<file path="src/rtl/rpq_pkg.sv">
// ----------------------------------------------------------------------------
// rpq_pkg: shared definitions for the retransmit packet queue
// Opcodes, status codes, register indexes and the stored entry layout.
// ----------------------------------------------------------------------------
package rpq_pkg;

   // request opcodes
   localparam logic [3:0] OP_APPEND     = 4'd0;
   localparam logic [3:0] OP_TAKE_FIRST = 4'd1;
   localparam logic [3:0] OP_TAKE_LAST  = 4'd2;
   localparam logic [3:0] OP_TAKE_AT    = 4'd3;
   localparam logic [3:0] OP_TOUCH      = 4'd4;
   localparam logic [3:0] OP_AGE        = 4'd5;
   localparam logic [3:0] OP_CAN_TX     = 4'd6;
   localparam logic [3:0] OP_FIND_SEQ   = 4'd7;
   localparam logic [3:0] OP_TICK       = 4'd8;

   // response status codes
   localparam logic [2:0] ST_OK        = 3'd0;
   localparam logic [2:0] ST_LIMIT     = 3'd1;
   localparam logic [2:0] ST_RANGE     = 3'd2;
   localparam logic [2:0] ST_NOT_DUE   = 3'd3;
   localparam logic [2:0] ST_NOT_FOUND = 3'd4;

   // configuration register indexes
   localparam logic [1:0] CSR_QUEUE_LIMIT = 2'd0;
   localparam logic [1:0] CSR_TIMEOUT     = 2'd1;
   localparam logic [1:0] CSR_MAX_TRIES   = 2'd2;

   // reset values of the configuration registers
   localparam logic [4:0]  QUEUE_LIMIT_RST = 5'd16;
   localparam logic [15:0] TIMEOUT_RST     = 16'd100;
   localparam logic [7:0]  MAX_TRIES_RST   = 8'd3;

   // one queue entry as held in the entry memory
   typedef struct packed {
      logic [15:0] handle;
      logic [7:0]  seq;
      logic [31:0] stamp;
      logic [7:0]  retries;
   } entry_type;

endpackage

</file>
<file path="src/rtl/rpq_store.sv">
// ----------------------------------------------------------------------------
// rpq_store: entry memory of the retransmit packet queue
// One write port and one read port with registered read data.
// ----------------------------------------------------------------------------
module rpq_store
   import rpq_pkg::*;
#(
   parameter int QUEUE_DEPTH = 16
) (
   input  logic                           clock,
   input  logic                           wr_en,
   input  logic [$clog2(QUEUE_DEPTH)-1:0] wr_addr,
   input  entry_type                      wr_data,
   input  logic [$clog2(QUEUE_DEPTH)-1:0] rd_addr,
   output entry_type                      rd_data
);

   entry_type mem_ff [QUEUE_DEPTH];
   entry_type rd_data_ff;

   // write port
   always_ff @(posedge clock) begin
      if (wr_en) begin
         mem_ff[wr_addr] <= wr_data;
      end
   end

   // registered read port
   always_ff @(posedge clock) begin
      rd_data_ff <= mem_ff[rd_addr];
   end

   assign rd_data = rd_data_ff;

endmodule

</file>
<file path="src/rtl/retransmit_packet_queue.sv">
// ----------------------------------------------------------------------------
// retransmit_packet_queue: ordered queue of packets awaiting acknowledgment
// Requests enter on the req_ stream, one response leaves on the rsp_ stream
// for every request, and registers are written through the csr_ channel.
//
// Each request runs under a small sequencer around one entry memory with a
// registered read port and one shared subtract/compare unit. req_tready is
// high only while the sequencer is idle. Append, tick, unused opcodes and
// rejected requests finish without a memory read; touch, age and transmit
// check read their entry once. Take shifts down every entry behind the taken
// one, and find visits entries up to the fill count, both at one entry per
// cycle through the read port. The next request is taken in the cycle after
// the response is registered, so a new request is accepted only once the
// previous one is finished. The response sits in an output register; a
// stalled receiver does not block acceptance of the next request, which
// then waits in its final state until the register frees up. Reset empties
// the queue, zeroes the millisecond counter and restores the register
// defaults; entry contents are not cleared and need no clearing pass.
// ----------------------------------------------------------------------------
module retransmit_packet_queue
   import rpq_pkg::*;
#(
   parameter int QUEUE_DEPTH = 16
) (
   input  logic        clock,
   input  logic        reset,
   // request stream
   input  logic        req_tvalid,
   output logic        req_tready,
   // opcode, packet_handle, seq_number, entry_index
   input  logic [31:0] req_tdata,
   // response stream
   output logic        rsp_tvalid,
   input  logic        rsp_tready,
   // status, out_handle, out_seq, age_ms, found_index, fill_level, zero pad
   output logic [71:0] rsp_tdata,
   // register write channel
   input  logic        csr_valid,
   output logic        csr_ready,
   input  logic [1:0]  csr_index,
   input  logic [15:0] csr_data
);

   localparam int CNT_W = $clog2(QUEUE_DEPTH + 1);
   localparam int IDX_W = $clog2(QUEUE_DEPTH);
   localparam int CMP_W = (CNT_W > 5) ? CNT_W : 5;

   typedef enum logic [8:0] {
      S_IDLE  = 9'b000000001,
      S_EXEC  = 9'b000000010,
      S_TAKE  = 9'b000000100,
      S_SHIFT = 9'b000001000,
      S_TOUCH = 9'b000010000,
      S_AGE   = 9'b000100000,
      S_TX    = 9'b001000000,
      S_FIND  = 9'b010000000,
      S_DONE  = 9'b100000000
   } state_type;

   state_type   state_ff, state_in;
   logic [CNT_W-1:0] fill_ff, fill_in;
   logic [31:0] now_ff, now_in;
   logic [4:0]  limit_ff;
   logic [15:0] timeout_ff;
   logic [7:0]  max_tries_ff;
   logic        rsp_valid_ff, rsp_valid_in;

   logic [3:0]  op_ff, op_in;
   logic [15:0] handle_ff, handle_in;
   logic [7:0]  seq_ff, seq_in;
   logic [3:0]  idx_ff, idx_in;
   logic [IDX_W-1:0] ptr_ff, ptr_in;
   logic [2:0]  res_status_ff, res_status_in;
   logic [15:0] res_handle_ff, res_handle_in;
   logic [7:0]  res_seq_ff, res_seq_in;
   logic [31:0] res_age_ff, res_age_in;
   logic [3:0]  res_found_ff, res_found_in;
   logic [71:0] rsp_data_ff, rsp_data_in;

   logic             wr_en;
   logic [IDX_W-1:0] wr_addr;
   entry_type        wr_data;
   logic [IDX_W-1:0] rd_addr;
   entry_type        rd_data;

   logic [CMP_W-1:0] fill_ext;
   logic [CMP_W-1:0] idx_ext;
   logic [CMP_W-1:0] ptr_ext;
   logic [CNT_W-1:0] fill_dec;
   logic [IDX_W-1:0] idx_pos;
   logic [IDX_W-1:0] last_pos;
   logic [IDX_W-1:0] ptr_plus;
   logic [IDX_W-1:0] ptr_minus;
   logic             full;
   logic             idx_bad;
   logic             more;
   logic             accept;
   logic             out_free;
   logic [31:0]      age_diff;
   logic             due;
   logic [7:0]       retries_inc;
   logic             seq_hit;

   // entry memory
   rpq_store #(
      .QUEUE_DEPTH (QUEUE_DEPTH)
   ) u_store (
      .clock   (clock),
      .wr_en   (wr_en),
      .wr_addr (wr_addr),
      .wr_data (wr_data),
      .rd_addr (rd_addr),
      .rd_data (rd_data)
   );

   // handshakes
   assign req_tready = (state_ff == S_IDLE);
   assign accept     = req_tvalid && req_tready;
   assign csr_ready  = 1'b1;
   assign out_free   = !rsp_valid_ff || rsp_tready;
   assign rsp_tvalid = rsp_valid_ff;
   assign rsp_tdata  = rsp_data_ff;

   // index and range helpers
   assign fill_ext  = CMP_W'(fill_ff);
   assign idx_ext   = CMP_W'(idx_ff);
   assign ptr_ext   = CMP_W'(ptr_ff);
   assign fill_dec  = fill_ff - CNT_W'(1);
   assign idx_pos   = idx_ext[IDX_W-1:0];
   assign last_pos  = fill_dec[IDX_W-1:0];
   assign ptr_plus  = ptr_ff + IDX_W'(1);
   assign ptr_minus = ptr_ff - IDX_W'(1);
   assign full      = (fill_ext >= CMP_W'(limit_ff)) || (fill_ext >= CMP_W'(QUEUE_DEPTH));
   assign idx_bad   = (idx_ext >= fill_ext);
   assign more      = ((ptr_ext + CMP_W'(1)) < fill_ext);

   // shared age subtract and compare unit
   assign age_diff    = now_ff - rd_data.stamp;
   assign due         = (rd_data.retries == 8'd0) || (age_diff > {16'd0, timeout_ff});
   assign retries_inc = (rd_data.retries == 8'hFF) ? rd_data.retries
                                                   : rd_data.retries + 8'd1;
   assign seq_hit     = (rd_data.seq == seq_ff);

   // sequencer
   always_comb begin
      state_in      = state_ff;
      fill_in       = fill_ff;
      now_in        = now_ff;
      op_in         = op_ff;
      handle_in     = handle_ff;
      seq_in        = seq_ff;
      idx_in        = idx_ff;
      ptr_in        = ptr_ff;
      res_status_in = res_status_ff;
      res_handle_in = res_handle_ff;
      res_seq_in    = res_seq_ff;
      res_age_in    = res_age_ff;
      res_found_in  = res_found_ff;
      rsp_valid_in  = rsp_valid_ff && !rsp_tready;
      rsp_data_in   = rsp_data_ff;
      wr_en         = 1'b0;
      wr_addr       = ptr_ff;
      wr_data       = rd_data;
      rd_addr       = ptr_plus;

      unique case (state_ff)
         S_IDLE: begin
            if (accept) begin
               op_in         = req_tdata[3:0];
               handle_in     = req_tdata[19:4];
               seq_in        = req_tdata[27:20];
               idx_in        = req_tdata[31:28];
               res_status_in = ST_OK;
               res_handle_in = '0;
               res_seq_in    = '0;
               res_age_in    = '0;
               res_found_in  = '0;
               state_in      = S_EXEC;
            end
         end

         S_EXEC: begin
            state_in = S_DONE;
            unique case (op_ff)
               OP_APPEND: begin
                  if (full) begin
                     res_status_in = ST_LIMIT;
                  end else begin
                     wr_en           = 1'b1;
                     wr_addr         = fill_ff[IDX_W-1:0];
                     wr_data.handle  = handle_ff;
                     wr_data.seq     = seq_ff;
                     wr_data.stamp   = now_ff;
                     wr_data.retries = 8'd0;
                     fill_in         = fill_ff + CNT_W'(1);
                  end
               end
               OP_TAKE_FIRST, OP_TAKE_LAST, OP_TAKE_AT: begin
                  priority if (fill_ff == '0) begin
                     res_status_in = ST_LIMIT;
                  end else if (op_ff == OP_TAKE_AT && idx_bad) begin
                     res_status_in = ST_RANGE;
                  end else begin
                     priority if (op_ff == OP_TAKE_FIRST) begin
                        rd_addr = '0;
                     end else if (op_ff == OP_TAKE_LAST) begin
                        rd_addr = last_pos;
                     end else begin
                        rd_addr = idx_pos;
                     end
                     ptr_in   = rd_addr;
                     state_in = S_TAKE;
                  end
               end
               OP_TOUCH, OP_AGE, OP_CAN_TX: begin
                  if (idx_bad) begin
                     res_status_in = ST_RANGE;
                  end else begin
                     rd_addr = idx_pos;
                     priority if (op_ff == OP_TOUCH) begin
                        state_in = S_TOUCH;
                     end else if (op_ff == OP_AGE) begin
                        state_in = S_AGE;
                     end else begin
                        state_in = S_TX;
                     end
                  end
               end
               OP_FIND_SEQ: begin
                  if (fill_ff == '0) begin
                     res_status_in = ST_NOT_FOUND;
                  end else begin
                     rd_addr  = '0;
                     ptr_in   = '0;
                     state_in = S_FIND;
                  end
               end
               OP_TICK: begin
                  now_in = now_ff + 32'd1;
               end
               default: begin
               end
            endcase
         end

         // capture the taken entry, then pull later entries down
         S_TAKE: begin
            res_handle_in = rd_data.handle;
            res_seq_in    = rd_data.seq;
            if (more) begin
               rd_addr  = ptr_plus;
               ptr_in   = ptr_plus;
               state_in = S_SHIFT;
            end else begin
               fill_in  = fill_dec;
               state_in = S_DONE;
            end
         end

         // move one entry a cycle into the slot below it
         S_SHIFT: begin
            wr_en   = 1'b1;
            wr_addr = ptr_minus;
            wr_data = rd_data;
            if (more) begin
               rd_addr = ptr_plus;
               ptr_in  = ptr_plus;
            end else begin
               fill_in  = fill_dec;
               state_in = S_DONE;
            end
         end

         // restamp
         S_TOUCH: begin
            wr_en         = 1'b1;
            wr_addr       = idx_pos;
            wr_data.stamp = now_ff;
            state_in      = S_DONE;
         end

         S_AGE: begin
            res_age_in = age_diff;
            state_in   = S_DONE;
         end

         // transmit check with saturating retry count
         S_TX: begin
            if (due) begin
               wr_en           = 1'b1;
               wr_addr         = idx_pos;
               wr_data.retries = retries_inc;
               if (retries_inc <= max_tries_ff) begin
                  res_handle_in = rd_data.handle;
                  res_seq_in    = rd_data.seq;
               end else begin
                  res_status_in = ST_LIMIT;
               end
            end else begin
               res_status_in = ST_NOT_DUE;
            end
            state_in = S_DONE;
         end

         // linear search, one entry a cycle
         S_FIND: begin
            priority if (seq_hit) begin
               res_found_in = ptr_ext[3:0];
               state_in     = S_DONE;
            end else if (more) begin
               rd_addr = ptr_plus;
               ptr_in  = ptr_plus;
            end else begin
               res_status_in = ST_NOT_FOUND;
               state_in      = S_DONE;
            end
         end

         // hand the transaction to the output register
         S_DONE: begin
            if (out_free) begin
               rsp_valid_in = 1'b1;
               rsp_data_in  = {4'd0, fill_ext[4:0], res_found_ff, res_age_ff,
                               res_seq_ff, res_handle_ff, res_status_ff};
               state_in     = S_IDLE;
            end
         end

         default: begin
            state_in = S_IDLE;
         end
      endcase
   end

   // control registers
   always_ff @(posedge clock) begin
      if (reset) begin
         state_ff     <= S_IDLE;
         fill_ff      <= '0;
         now_ff       <= '0;
         rsp_valid_ff <= 1'b0;
         limit_ff     <= QUEUE_LIMIT_RST;
         timeout_ff   <= TIMEOUT_RST;
         max_tries_ff <= MAX_TRIES_RST;
      end else begin
         state_ff     <= state_in;
         fill_ff      <= fill_in;
         now_ff       <= now_in;
         rsp_valid_ff <= rsp_valid_in;
         if (csr_valid && csr_ready) begin
            unique case (csr_index)
               CSR_QUEUE_LIMIT: limit_ff     <= csr_data[4:0];
               CSR_TIMEOUT:     timeout_ff   <= csr_data;
               CSR_MAX_TRIES:   max_tries_ff <= csr_data[7:0];
               default: begin
               end
            endcase
         end
      end
   end

   // payload registers
   always_ff @(posedge clock) begin
      op_ff         <= op_in;
      handle_ff     <= handle_in;
      seq_ff        <= seq_in;
      idx_ff        <= idx_in;
      ptr_ff        <= ptr_in;
      res_status_ff <= res_status_in;
      res_handle_ff <= res_handle_in;
      res_seq_ff    <= res_seq_in;
      res_age_ff    <= res_age_in;
      res_found_ff  <= res_found_in;
      rsp_data_ff   <= rsp_data_in;
   end

`ifndef SYNTHESIS
   // fill count never passes the memory depth
   a_fill_bound: assert property (@(posedge clock) disable iff (reset)
      CMP_W'(fill_ff) <= CMP_W'(QUEUE_DEPTH))
      else $error("fill count beyond queue depth");

   // fill count moves by at most one per transaction step
   a_fill_step: assert property (@(posedge clock) disable iff (reset)
      (fill_ff != $past(fill_ff)) |->
         ((fill_ff == $past(fill_ff) + CNT_W'(1)) || (fill_ff + CNT_W'(1) == $past(fill_ff))))
      else $error("fill count jumped");

   // a response appears only out of the final state
   a_rsp_source: assert property (@(posedge clock) disable iff (reset)
      $rose(rsp_valid_ff) |-> ($past(state_ff) == S_DONE))
      else $error("response raised outside final state");

   // the millisecond counter moves only on a tick transaction
   a_tick_only: assert property (@(posedge clock) disable iff (reset)
      (now_ff != $past(now_ff)) |->
         (($past(state_ff) == S_EXEC) && ($past(op_ff) == OP_TICK)))
      else $error("time advanced without tick");
`endif

endmodule
</file>
<file path="config.mk">
export PLATFORM = sky130hd
export DESIGN_NAME = retransmit_packet_queue
export DESIGN_NICKNAME = d
export VERILOG_FILES = /design/src/rtl/rpq_pkg.sv /design/src/rtl/rpq_store.sv /design/src/rtl/retransmit_packet_queue.sv
export SDC_FILE = /design/constraint.sdc
export NUM_CORES = 2
export LEC_CHECK = 0
export BUFFER_PORTS_ARGS = -buffer_cell sky130_fd_sc_hd__buf_2
export CAP_MARGIN = 10
export CORE_UTILIZATION = 35
export CTS_BUF_LIST = sky130_fd_sc_hd__clkbuf_4 sky130_fd_sc_hd__clkbuf_8
export DETAILED_ROUTE_END_ITERATION = 16
export PLACE_DENSITY_LB_ADDON = 0.1
export SKIP_LAST_GASP = 1
export SYNTH_ARGS = -nofsm -noshare
export SYNTH_HDL_FRONTEND = slang
export SYNTH_HIERARCHICAL = 1
export SYNTH_SLANG_ARGS = --single-unit
</file>
<file path="constraint.sdc">
create_clock -name clock -period 11.68 [get_ports clock]
set_input_delay 2.92 -clock clock [delete_from_list [all_inputs] [get_ports clock]]
set_output_delay 2.92 -clock clock [all_outputs]
set_load 0.02 [all_outputs]
</file>
-- Word-level counts from Yosys, hierarchy flattened
Memory sizes are Yosys's and may differ from the RTL's. A register that Yosys moved wholly into a read port is not among the register bits.
Cells that the tools add are included.
- flip-flop bits (word level): 243
- RAM bits: 1024
- input port bits: 55
- output and inout bits: 75
- logic and storage cells: 186
- memories: 1
- add/sub/neg operators: 8
- magnitude comparators: 6
- eq/ne operators: 41
- multiplexer cells: 76
- reductions and logical operators: 36
- memory list (name ; words ; bits a word ; rd ports ; clocked after Yosys merged registers in ; wr ports ; line ; RTL):
    u_store.mem_ff ; 16 ; 64 ; 1 ; 1 ; 1 ; rpq_store.sv:18 ; entry_type mem_ff [QUEUE_DEPTH];
- operators with widths (cell ; count):
    $mux 64 ; 2
    $pmux 32 s2 ; 2
    $mux 9 ; 9
    $mux 4 ; 17
    $pmux 9 s7 ; 1
    $mux 16 ; 3
    $pmux 16 s3 ; 1
    $mux 8 ; 5
    $add 32x1->32 const B ; 1
    $gt 32x16->1 ; 1
    $mux 32 ; 1
    $sub 32x32->32 ; 1
    $mux 3 ; 10
    $pmux 9 s3 ; 1
    $mux 24 ; 1
    $pmux 3 s4 ; 2
    $pmux 4 s3 ; 2
    $pmux 8 s3 ; 1
    $ne 3x3->1 const B ; 7
    $eq 4x3->1 const B ; 4
    $ne 2x2->1 const B ; 8
    $pmux 4 s2 ; 2
    $pmux 4 s4 ; 1
    $pmux 8 s2 ; 1
    other kinds (53) ; 83

-- Logic depth before layout (Yosys ltp)
- word-level depth: 7
- gate-level depth with buffers: 25
- gate-level depth less buffers: 24

-- Hierarchy
Netlist, hierarchy kept.
- by module, submodules not included (module ; instances ; cells an instance ; area an instance (um^2) ; seq. area each (um^2)):
    rpq_store ; 1 ; 1647 ; 39581.7 ; 32030.7
    retransmit_packet_queue ; 1 ; 1430 ; 13643.1 ; 6536.3

-- Least setup slack after synthesis
Ideal clock, no wire load.
- path kind: flip-flop to flip-flop
- start point: register now_ff[0]
- end point: memory u_store/mem_ff[0][0] in the netlist's numbering, enable pin
- library setup time: 0.565 ns
- arrival time: 9.316 ns
- required time: 11.115 ns
- path slack: 1.800 ns
- cell stages (with the launch flop): 23
- buffers on the path: 0
- period minus slack after synthesis: 9.880 ns
- path through: dfxtp_1 inv_1 ha_1 inv_1 fa_1 a21o_1 a221oi_4 o21ai_2 a21o_2 a21oi_1 o21bai_1 xor2_1 ha_1 and4_1 nor4bb_1 a31o_2 and4_1 nand4_2 o41ai_4 nand2_1 a221o_1 or3b_2 nor3_1
- elaborated cells on any way between the ends: 9
- those cells by class: 1 x add/sub; 1 x order compare; 6 x mux; 1 x reduce/logical
- RTL lines (item ; line ; RTL):
    start: declaration ; retransmit_packet_queue.sv:62 ; logic [31:0] now_ff, now_in;
    start signal: assignment ; retransmit_packet_queue.sv:348 ; now_ff <= now_in;
    $sub 32x32->32 ; retransmit_packet_queue.sv:138 ; assign age_diff = now_ff - rd_data.stamp;
    via age_diff[14] ; retransmit_packet_queue.sv:99 ; logic [31:0] age_diff;
    $gt 32x16->1 ; retransmit_packet_queue.sv:139 ; assign due = (rd_data.retries == 8'd0) || (age_diff > {16'd0, timeout_ff});
    $logic_or 1x1->1 ; retransmit_packet_queue.sv:139 ;
    $mux 4 ; retransmit_packet_queue.sv:289 ; if (due) begin
    $pmux 4 s4 ; retransmit_packet_queue.sv:166 ; unique case (state_ff)
    via wr_addr[3] ; retransmit_packet_queue.sv:81 ; logic [IDX_W-1:0] wr_addr;
    end: declaration ; rpq_store.sv:18 ;
The timed path passes the listed nets, and every way through them passes these cells.

-- Final worst setup path
- start point: register now_ff[0]
- end point: memory u_store/mem_ff[13][42] in the netlist's numbering, enable pin
- longest elaborated chain between the ends: 7
- elaborated cells on any way between the ends: 9
- those cells by class: 1 x add/sub; 1 x order compare; 6 x mux; 1 x reduce/logical
- RTL lines (item ; line ; RTL):
    $sub 32x32->32 ; retransmit_packet_queue.sv:138 ;
    via age_diff[14] ; retransmit_packet_queue.sv:99 ;
    $gt 32x16->1 ; retransmit_packet_queue.sv:139 ;
    $logic_or 1x1->1 ; retransmit_packet_queue.sv:139 ;
    $mux 1 ; retransmit_packet_queue.sv:289 ;
    $pmux 1 s3 ; retransmit_packet_queue.sv:166 ;
    via wr_en ; retransmit_packet_queue.sv:80 ; logic wr_en;
    $mux 1 ; rpq_store.sv:23 ; if (wr_en) begin
    $mux 1 (implied by the code) ; rpq_store.sv:24 ; mem_ff[wr_addr] <= wr_data;
The timed path passes the listed nets, and every way through them passes these cells.

==> impl_summary.txt <==
----------------------------------------------------
[Run status]
  Outcome ... complete, no violations

[Logic synthesis]
  Mean cell area of the mapped netlist ... 17.3 um^2
  Synth top area cells ... edfxtp_1 67%, mux4_2 11%, dfxtp_1 5.3%
  FFs w/ async S/R, synth ... 0%
  Sequential cell area fraction in the yosys report ... roughly 72%
  Yosys synthesis warning count ... 6
  Cell area after technology mapping ... around 0.053 mm^2
  Count of flip-flops with a built-in enable after synthesis ... 1191
  Number of cells produced by synthesis ... 3077
  Count of state elements after synthesis ... roughly 1300
  Top flip-flop cell by instance count after synthesis ... edfxtp_1
  Area share of the largest cell type after synthesis ... 67.2%
  List of most frequent post-synthesis cells ... 1191 x edfxtp_1, 274 x nand2_1, 256 x mux4_2, 140 x dfxtp_1, 134 x a22oi_1
  Number of distinct library cells after synthesis ... 87
  Top cell type by total area after synthesis ... edfxtp_1
  Most frequent cell after synthesis ... edfxtp_1

[GRT]
  Number of global-route vias before repair ... 30000
  Maximum number of pins on one net before global-route repair ... 148
  Overall routing resource usage ... between 10% and 20%
  Global-route wire length before repair ... 199000 um
  Antenna violations before repair ... 4
  Aggregate global routing overflow ... 0

[Clocking]
  Number of instances resized during post-cts repair ... 0
  Post-CTS Hold Fix Bufs ... 0
  Clock tree from TritonCTS ... yes
  Sinks on the clock net ... 1331
  Number of H-tree levels ... 4
  Maximum buffer depth of the clock tree ... 3
  Clock latency on the worst-skew pair ... 0.94 ns
  Clock tree root driver cell ... clkbuf_8
  CTS clk-pin slew, worst paths ... 0.06 ns
  Number of buffers inserted by post-CTS setup repair ... 0
  Inserted Clock Buffers ... 218

[Floorplan]
  Boundary pin count ... 130
  Width of the chip ... 392 um
  Die ar. ... 0.154 mm^2
  Effective utilization at floorplan ... 35.4%
  Area of the core ... 0.150 mm^2
  Std-Cell Rows ... 142
  Chip Height ... 392 um

[Timing]
  Top achievable clock speed ... 0.124 GHz
  Period utilization ... 69.2%
  Setup repair after global routing missed its margin ... false
  Clock skew after layout ... 0.0628 ns
  Hold Vio Cnt, Final ... 0
  Number of max-slew violations in the final report ... 0
  Least-Margin Pin Slew ... 1.19 ns
  Final setup violation count ... 0
  Total Negative Setup Slacks ... 0 ns
  Relative slew margins ... 18.4%
  Final critical path time including I/O delays and setup ... 8.08 ns

[Setup path]
  Top cell by count, worst path ... inv_1
  Chain of cells forming the critical path ... inv_1 -> ha_1 -> inv_1 -> fa_1 -> a21o_1 -> a221oi_4 -> o21ai_2 -> a21o_2 -> a21oi_1 -> o21bai_1 -> xor2_1 -> ha_1 -> and4_1 -> nor4bb_1 -> a31o_2 -> and4_1 -> nand4_2 -> or4_4 -> o21bai_1 -> inv_1 -> o211ai_1 -> nand3_1 -> nor2_4 -> buf_4
  Largest incremental delay on the critical path ... 0.92 ns
  Critical Path Start ... now_ff[0]
  Crit path kind ... reg -> reg
  Worst Setup Start Kind ... register
  Cell with the largest stage delay on the worst path ... nor2_4
  Crit path DAT ... 8.59 ns
  Maximum fanout count along the critical path ... 36
  Critical Path End Type ... register
  Required time at the endpoint of the critical path ... about 12 ns
  Startpoint of the most critical register-to-register path ... now_ff[0]
  Flop-to-flop setup slack ... 3.60 ns

[Pwr]
  Max rail drop VDD ... 0.0000961 V
  Power density of the placed cells ... approximately 160 mW/mm^2
  Overall power after layout ... 0.00955 W
  P_leak ... roughly 21 nW

[Finish]
  Share of layout cells above drive strength 1 ... 24.3%
  Post-route core utilization ... 40.5%
  Net total in the final layout ... 3478
  Layout area overhead ... 14.4%

[Route]
  Via count ... 28600
  DRC Markers ... 0
  Routed metal-1 wirelength ... between 60000 and 70000 um
  Drt pass-1 iters ... 8
  Wire length per cell ... 24.2 um
  Post-route ant nets ... 0
  Initial detailed-routing violation count ... about 1800
  Wire length reported by the detailed router ... 134000 um
  Routed length on met3 ... just under 7000 um
  Ratio of routed vias to standard cells ... 5.15
  Uppermost signal routing layer after detailed routing ... met4
  Met2 WL post-DR ... 61900 um

[Placement]
  Number of port buffers ... around 120
  Weighted congestion reported at the end of routability-driven placement ... 0.831
  Detailed placement HPWL ... 81400 um

[Min path]
  Worst hold path class ... reg -> reg
  Hold path startpoint ... res_age_ff[31]

[Job]
  Max-cap check violation count ... 0

----------------------------------------------------
layout by cell type (no fill, tap or decap), types with 49 or more instances in the layout:
cell type	n
clkbuf_4	71
a21oi_1	78
nor2_1	114
dfxtp_1	140
edfxtp_1	1191
nand3_1	49
buf_4	65
nand2_1	273
mux4_2	256
a22oi_1	134
o21ai_0	68
buf_2	124
ha_1	75
clkinv_1	53
inv_1	88
clkbuf_8	231
layout make-up:
type / instances / area [um^2]
antenna: 3 / 7.51
clock buffer: 302 / 3710
clock inverter: 101 / 758
fill: 13700 / 89400
inverter: 89 / 334
multi-input combinational: 1515 / 13800
sequential: 1331 / 38600
tap: 2016 / 2520
timing repair buffer: 192 / 1170
logic make-up after synthesis:
family | synth area share [%]
mux | 11.1
xor+xnor | 1.18
simple gates | 6.04
flops | 72.5
compound gates | 5.37
fa+ha+maj | 1.80
other cells | 0.0141
buf+inv | 1.99
flip-flops by register name (all words and copies together), names as in the netlist, 5 cells and up:
name             count
u_store/mem_ff    1024
handle_ff           16
res_age_ff          32
res_seq_ff           8
state_ff             9
u_store/rd_data     64
seq_ff               8
fill_ext             5
now_ff              32
timeout_ff          16
limit_ff             5
max_tries_ff         8
res_handle_ff       16
rsp_tdata           68
power breakdown:
group          internal, W  switching, W
Clock              0.00221       0.00193
Combinational    0.0000598      0.000134
Sequential         0.00520     0.0000218
Total              0.00747       0.00208
per-stage QoR:
stage                     hold WS [ns]  setup slack, ns  instances  cell area (um^2)
after floorplan                  0.400             1.80       3080             53200
after global placement           0.400             3.63       5139             56400
after detailed placement         0.405             3.43       5139             56400
after CTS                        0.407             3.42       5542             60900
after global routing             0.422             2.97       5547             60900
final                            0.412             3.60       5549             60900
final timing paths:
path	end	cells after the start
worst max-delay path	u_store/mem_ff[13][42]	24
worst max register to register	u_store/mem_ff[13][42]	24
worst min-delay path	rsp_tdata[58]	0
worst min register to register	rsp_tdata[58]	0
critical path: cells and delay by family, from the launching register on:
| family | cells | cell delay (ns) |
|---|---|---|
| compound gates | 9 | 2.27 |
| xor+xnor | 1 | 0.17 |
| fa+ha+maj | 3 | 0.87 |
| buf+inv | 4 | 1.05 |
| flops | 1 | 0.35 |
| simple gates | 7 | 2.91 |
layer usage:
metal	vias to the layer above	global-route usage, %
li1	12700	-
met1	14800	25.2
met2	824	27.5
met3	204	3.18
met4	0	4.97
met5	-	0
Note: power is estimated with default switching activity, not from simulation.
